==> config.mk <==
export PLATFORM = sky130hd
export DESIGN_NAME = msc_matrix_row
export DESIGN_NICKNAME = d
export VERILOG_FILES = /design/src/hdl/msc_pkg.sv /design/src/hdl/msc_matrix_row.sv
export SDC_FILE = /design/constraint.sdc
export NUM_CORES = 2
export LEC_CHECK = 0
export BUFFER_PORTS_ARGS = -buffer_cell sky130_fd_sc_hd__buf_2
export CAP_MARGIN = 20
export CORE_UTILIZATION = 52
export DETAILED_ROUTE_END_ITERATION = 10
export PLACE_DENSITY = 0.69
export SETUP_SLACK_MARGIN = 0.3
export SYNTH_ARGS = -nofsm -noshare
export SYNTH_HDL_FRONTEND = slang
export SYNTH_SLANG_ARGS = --single-unit
==> constraint.sdc <==
create_clock -name vclk -period 37.6
set_input_delay 9.4 -clock vclk [all_inputs]
set_output_delay 9.4 -clock vclk [all_outputs]
set_load 0.1 [all_outputs]
==> src/hdl/msc_pkg.sv <==
// Shared types and constants for the magnetometer sample calibrator.
// No dependencies; imported by every module of the block.
`default_nettype none

package msc_pkg;

    // raw sample layout
    localparam int RAW_W      = 18;   // code width delivered by the sensor
    localparam int CODE_MAX_W = 20;   // widest supported internal code
    localparam int BYTE_W     = 8;

    // configuration port
    localparam int CFG_IDX_W  = 3;
    localparam int CFG_DATA_W = 60;
    localparam int ROW_CFG_W  = 48;
    localparam int BIAS_W     = 20;
    localparam int MAP_W      = 9;
    localparam int TSCALE_W   = 16;
    localparam int TOFFS_W    = 24;

    // result widths and saturation limits
    localparam int OUT_W    = 20;
    localparam int OUT_MAX  = 524287;
    localparam int OUT_MIN  = -524288;
    localparam int TEMP_W   = 25;
    localparam int TPROD_W  = BYTE_W + TSCALE_W;
    localparam int TEMP_MAX = 16777215;
    localparam int TEMP_MIN = -16777216;

    // reset values of the registers that do not depend on parameters
    localparam logic [MAP_W-1:0]    AXIS_MAP_RESET   = 9'd36;
    localparam logic [TSCALE_W-1:0] TEMP_SCALE_RESET = 16'd256;
    localparam logic [RAW_W-1:0]    ZERO_CODE_RESET  = 18'd131072;

    // select code for an output axis that takes no source
    localparam logic [1:0] SRC_NONE = 2'd3;

    typedef enum logic [CFG_IDX_W-1:0] {
        CFG_ROW_FIRST   = 3'd0,
        CFG_ROW_SECOND  = 3'd1,
        CFG_ROW_THIRD   = 3'd2,
        CFG_BIAS        = 3'd3,
        CFG_AXIS_MAP    = 3'd4,
        CFG_TEMP_SCALE  = 3'd5,
        CFG_TEMP_OFFSET = 3'd6,
        CFG_ZERO_CODE   = 3'd7
    } msc_cfg_idx_t;

endpackage

`default_nettype wire

==> src/hdl/msc_matrix_row.sv <==
// One soft-iron matrix row: three products, sum, round half up, saturate.
// Depends on msc_pkg for the result width and limits.
`default_nettype none

module msc_matrix_row #(
    parameter int COEF_BITS = 16,
    parameter int VEC_W     = 22
) (
    input  wire logic [3*COEF_BITS-1:0]       row,
    input  wire logic [3*VEC_W-1:0]           vec,
    output logic signed [msc_pkg::OUT_W-1:0] result
);
    import msc_pkg::*;

    localparam int FRAC_W = COEF_BITS - 2;
    localparam int PROD_W = COEF_BITS + VEC_W;
    localparam int ACC_W  = PROD_W + 3;
    localparam logic signed [ACC_W-1:0] HALF   = ACC_W'(1) << (FRAC_W - 1);
    localparam logic signed [ACC_W-1:0] SAT_HI = ACC_W'(OUT_MAX);
    localparam logic signed [ACC_W-1:0] SAT_LO = ACC_W'(OUT_MIN);

    logic signed [COEF_BITS-1:0] coef [3];
    logic signed [VEC_W-1:0]     elem [3];
    logic signed [PROD_W-1:0]    prod [3];
    logic signed [ACC_W-1:0]     acc;
    logic signed [ACC_W-1:0]     scaled;

    // per-element products
    for (genvar k = 0; k < 3; k++) begin : g_prod
        assign coef[k] = $signed(row[k*COEF_BITS +: COEF_BITS]);
        assign elem[k] = $signed(vec[k*VEC_W +: VEC_W]);
        assign prod[k] = PROD_W'(coef[k]) * PROD_W'(elem[k]);
    end

    // sum with rounding bias, then floor shift gives round half up
    assign acc    = ACC_W'(prod[0]) + ACC_W'(prod[1]) + ACC_W'(prod[2]) + HALF;
    assign scaled = acc >>> FRAC_W;

    // clamp to the result range
    always_comb begin
        priority if (scaled > SAT_HI) begin
            result = OUT_W'(SAT_HI);
        end else if (scaled < SAT_LO) begin
            result = OUT_W'(SAT_LO);
        end else begin
            result = scaled[OUT_W-1:0];
        end
    end

endmodule

`default_nettype wire

## After elaboration in Yosys (flattened, before gate mapping)

Cells that the tools add are included.

| operators by class | value |
|---|---|
| add/subtract/negate cells | 3 |
| multiply operators | 3 |
| divide/modulo/power cells | 0 |
| $lt $le $gt $ge | 2 |
| equality and inequality tests | 0 |
| shift operators | 0 |
| multiplexer cells | 2 |
| bitwise operators | 0 |
| reductions and logical operators | 0 |

Operators with widths:

| cell | number |
|---|---|
| 16-bit by 22-bit multiplier with 38-bit output | 3 |
| 40-bit by 15-bit adder with 41-bit output (second input constant) | 1 |
| 39-bit by 38-bit adder with 40-bit output | 1 |
| 20-bit two-way mux | 2 |
| 38-bit by 38-bit adder with 39-bit output | 1 |
| 27-bit by 20-bit > comparator with 1-bit output (second input constant) | 1 |
| 27-bit by 20-bit < comparator with 1-bit output (second input constant) | 1 |

| storage, ports and cells | value |
|---|---|
| flip-flop bits (word level) | 0 |
| latch bits | 0 |
| bits in writable memories | 0 |
| bits in read-only memories | 0 |
| input port bits | 114 |
| output and inout port bits | 20 |
| word-level logic and storage cells | 10 |
| memories kept | 0 |

## Longest topological paths before layout

| logic depth | value |
|---|---|
| depth in word-level cells | 7 |
| depth in mapped cells | 33 |
| mapped depth without buffers | 30 |

## Worst setup path before layout

OpenSTA, ideal clock, no wires.

| timing | value |
|---|---|
| path kind | input-to-output |
| start point | input vec[65] |
| end point | output result[0] (netlist name) |
| arrival | 19.086 ns |
| data required time | 28.200 ns |
| setup slack | 9.114 ns |
| cell stages on the path | 30 |
| buffers on the path | 2 |
| cell sequence | clkbuf_1 -> nand2_1 -> inv_1 -> fa_1 -> inv_1 -> fa_1 -> inv_1 -> fa_1 -> fa_1 -> inv_1 -> fa_1 -> inv_1 -> fa_1 -> fa_1 -> fa_1 -> inv_1 -> fa_1 -> inv_1 -> ha_1 -> clkbuf_1 -> nand2_1 -> o21a_1 -> a21boi_1 -> o21ai_1 -> or3b_1 -> o22ai_2 -> xnor2_1 -> nor3b_2 -> a31oi_4 -> o21ai_0 |

| on the way | value |
|---|---|
| cells in the longest elaborated chain, start to end | 6 |
| elaborated cells on any way between the ends | 7 |
| classes of those cells | 2 x add/sub; 1 x mul; 2 x order compare; 2 x mux |

Ends and longest elaborated chain:

| item | line | source |
|---|---|---|
| start: declaration | msc_matrix_row.sv:10 | `input wire logic [3*VEC_W-1:0] vec,` |
| 16-bit by 22-bit multiplier with 38-bit output (*) | msc_matrix_row.sv:32 | `assign prod[k] = PROD_W'(coef[k]) * PROD_W'(elem[k]);` |
| 39-bit by 38-bit adder with 40-bit output (*) | msc_matrix_row.sv:36 | `assign acc = ACC_W'(prod[0]) + ACC_W'(prod[1]) + ACC_W'(prod[2]) + HALF;` |
| 40-bit by 15-bit adder with 41-bit output (*) | msc_matrix_row.sv:36 |  |
| 27-bit by 20-bit < comparator with 1-bit output | msc_matrix_row.sv:43 | `end else if (scaled < SAT_LO) begin` |
| 20-bit two-way mux | msc_matrix_row.sv:43 |  |
| 20-bit two-way mux (*) | msc_matrix_row.sv:41 | `priority if (scaled > SAT_HI) begin` |
| end: declaration | msc_matrix_row.sv:11 | `output logic signed [msc_pkg::OUT_W-1:0] result` |

Every way passes the cells marked *; elsewhere a longest branch is shown, timed or not.

## Worst setup path after layout

| timing | value |
|---|---|
| start point | input row[34] |
| end point | output result[1] (netlist name) |

| on the way | value |
|---|---|
| cells in the longest elaborated chain, start to end | 6 |
| elaborated cells on any way between the ends | 7 |
| classes of those cells | 2 x add/sub; 1 x mul; 2 x order compare; 2 x mux |

Ends and longest elaborated chain:

| item | line | source |
|---|---|---|
| start: declaration | msc_matrix_row.sv:9 | `input wire logic [3*COEF_BITS-1:0] row,` |
| 16-bit by 22-bit multiplier with 38-bit output (*) | msc_matrix_row.sv:32 |  |
| 39-bit by 38-bit adder with 40-bit output (*) | msc_matrix_row.sv:36 |  |
| 40-bit by 15-bit adder with 41-bit output (*) | msc_matrix_row.sv:36 |  |
| 27-bit by 20-bit < comparator with 1-bit output | msc_matrix_row.sv:43 |  |
| 20-bit two-way mux | msc_matrix_row.sv:43 |  |
| 20-bit two-way mux (*) | msc_matrix_row.sv:41 |  |

Marks and branches as above.

==> results list <==
- The run finished with clean final reports.
- The worst hold path belongs to the class primary input to output pin.
- Vertical die dimension: 278 um
* Die extent in x: 278 um
- Std cell rows: 100
- After clock tree synthesis, the setup repair step added 0 buffers.
* Final weighted congestion of routability-driven global placement: 0.983
* Worst setup path endpoint: result[1]
- Largest net degree at the start of global routing: 24
- For the pin with the worst max-slew slack, the measured transition is 0.919 ns.
- Data on the critical path is required at its endpoint by 28.20 ns.
- DRT Wirelength: 101000 um
- Kind of critical path: primary input to output pin
* Synthesized area divided by synthesized cell count: 9.26 um^2
* Cts-stage hold buffer count: 0
- Yosys attributes the largest share of cell area to sky130_fd_sc_hd__fa_1 62%, sky130_fd_sc_hd__inv_1 13%, sky130_fd_sc_hd__ha_1 6.7%.
- The critical path starts at row[34].
- Simple-Gate Fraction of Synth Area: 13.9%
* Cell Area, Synth: 39700 um^2
- Mean routed wirelength per cell: 19.3 um
- Gates resized during post-CTS repair numbered 0.
- In the routed layout, each cell is associated on average with a via count of 5.22.
- Number of sequential storage elements: 0
- Compared with the post-synthesis result, the final layout area differs by 3.15%.
* Initial Util: 52.9%
* Relative slew margins: 38.7%
- The final hold violation count came to 0.
- The layout has 0 clock buffers.
* Synth unique cells: 57
- Antenna violations before repair: 12
* Share of synthesized area occupied by flip-flops and latches: 0%
- Area of the die: 77400 um^2
* Port-buffer cells: 134
- Number of maximum-capacitance constraint violations: 0
* Startpoint type of the worst setup path: primary input
- Leading area contributor after synthesis: sky130_fd_sc_hd__fa_1
- In the synthesized netlist, mux cells make up 0.0757% of the area.
- Setup crit end kind: output pin
- In the global route stage, overall resource usage came out at 28.0%.
- In the final timing run, aggregate negative setup slack is 0 ns.
* Number of instances in the synthesized netlist: 4285
* CP max stage cell: sky130_fd_sc_hd__fa_1
- Share of synthesized cell area in full adder, half adder and majority cells: 68.2%
- Combined flip-flop and latch cell area: 0 um^2
- After Yosys synthesis, XOR and XNOR cells account for 0.880% of the synthesized area.
- Critical path data arrival time: 19.09 ns
- The first routing iteration left 2126 violations.
- For this run, design rule violations remaining after detail routing come to 0.
- The Yosys step of the flow raised 0 warnings.
- The core region is 74900 um^2.
* Count of final setup violators: 0
* First-pass GRT wire length: 168000 um
- For this run, the share of the core covered by cells in the final layout is 54.6%.
* Net total in the final layout: 5797
- Half-perimeter wire length of the detailed placement result: 91900 um
- Global routing finished with a remaining overflow of 0.
- Across all layers, the routed design uses 27.3k vias.
* Synthesized-area fraction occupied by ao, oa, aoi and oai cells: 2.53%
- Layout fillers: 6660
- In the finished design, the share of the clock period the worst path needs comes to 75.8%.
- Minimum period implied by the final worst setup slack: 28.49 ns
* Setup repair after global routing missed its margin: no
* I/O Pins: 134
- Count of final max-slew check failures: 0
* Syn nets: 5831
- The cell that appears most often on the critical path is sky130_fd_sc_hd__fa_1.
* Length of the first detailed-routing pass in iterations: 5
- Fraction of post-synthesis cell area in the top cell type by area: 61.5%
* Combinational family with the most area after synthesis: adder cells
* Highest Clock Rate: 35.1 MHz
- Via count of the first global-routing pass: 29.9k
* DRT antenna net count: 0
- Share of layout cells above drive strength 1: 3.91%
- For this run, the slowest stage of the critical path takes 1.09 ns.
- Largest fanout of any net on the critical path: 22
logic make-up (layout without fill, tap and decap cells):
logic type	count (synthesis)	count (layout)
other	0	8
XOR/XNOR	39	39
AND/OR/NAND/NOR	1150	1150
AO/OA/AOI/OAI	147	147
adder cells (fa/ha/maj)	1432	1432
multiplexers	3	3
buffers and inverters	1514	1478
placed cells by master, fill, tap and decap left out, types with 7 or more instances in the layout:
| cell type | n |
|---|---|
| sky130_fd_sc_hd__nand4_1 | 10 |
| sky130_fd_sc_hd__and2_1 | 375 |
| sky130_fd_sc_hd__fa_1 | 1219 |
| sky130_fd_sc_hd__o21ai_1 | 7 |
| sky130_fd_sc_hd__nor2b_1 | 21 |
| sky130_fd_sc_hd__nor3_1 | 7 |
| sky130_fd_sc_hd__nand2_1 | 651 |
| sky130_fd_sc_hd__nand3_1 | 7 |
| sky130_fd_sc_hd__o21ai_0 | 24 |
| sky130_fd_sc_hd__buf_2 | 134 |
| sky130_fd_sc_hd__a21o_1 | 13 |
| sky130_fd_sc_hd__inv_1 | 1340 |
| sky130_fd_sc_hd__diode_2 | 8 |
| sky130_fd_sc_hd__o21bai_1 | 7 |
| sky130_fd_sc_hd__nand2b_1 | 28 |
| sky130_fd_sc_hd__ha_1 | 213 |
| sky130_fd_sc_hd__a21oi_1 | 47 |
| sky130_fd_sc_hd__xor2_1 | 11 |
| sky130_fd_sc_hd__o21ai_2 | 12 |
| sky130_fd_sc_hd__nor2_1 | 32 |
| sky130_fd_sc_hd__xnor2_1 | 27 |
synth_stat cells (all sizes together), types with 7 or more instances:
| cell type | number |
|---|---|
| and2 | 375 |
| nand2 | 652 |
| nand2b | 28 |
| ha | 213 |
| a21oi | 50 |
| nand3 | 7 |
| xor2 | 11 |
| o21bai | 7 |
| xnor2 | 28 |
| clkbuf | 165 |
| nand4 | 11 |
| inv | 1340 |
| o21ai | 43 |
| a21o | 13 |
| buf | 8 |
| nor2 | 32 |
| nor3 | 7 |
| fa | 1219 |
| nor2b | 21 |
critical path, delay by kind of cell:
kind	cells	cell delay (ns)
fa+ha+maj	10	5.66
compound gates	7	2.08
simple gates	4	0.98
buf+inv	5	0.94
cell type report:
cell class	instances	area, um^2	area share (%)
multi-input combinational	2771	34000	83.0
tap	969	1210	2.96
antenna	8	20.0	0.0489
timing repair buffer	137	693	1.69
inverter	1341	5030	12.3
routing by layer:
metal | up-vias | track usage, % | wire length, um
met4 | 16 | 3.07 | 1140
met1 | 14400 | 43.1 | 45300
met3 | 96 | 4.81 | 9090
met5 | - | 0 | 105
li1 | 11800 | - | -
met2 | 1023 | 42.9 | 45300
per-stage QoR:
step / worst slack (ns) / hold WS (ns) / cells / instance area [um^2]
2_1_floorplan: 9.11 / 19.86 / 4285 / 39700
3_3_place_gp: 9.28 / 20.39 / 5218 / 40900
3_5_place_dp: 9.19 / 20.35 / 5218 / 40900
4_1_cts: 9.16 / 20.36 / 5218 / 40900
5_1_grt: 8.70 / 20.48 / 5220 / 40900
6_report: 9.11 / 20.39 / 5226 / 40900
how the worst min path moves through the flow:
stage            endpoint  slack, ns  cells past startpoint   start
4_1_cts         result[3]      20.36                      8  vec[0]
3_3_place_gp    result[3]      20.39                      8  vec[0]
5_1_grt         result[3]      20.48                      8  vec[0]
3_5_place_dp    result[3]      20.35                      8  vec[0]
2_1_floorplan  result[10]      19.86                      7  row[0]
6_report        result[3]      20.39                      8  vec[0]
Power is left out: the tool's default activity adds up to more than one toggle a clock period on the data nets, which glitch-free logic cannot reach.
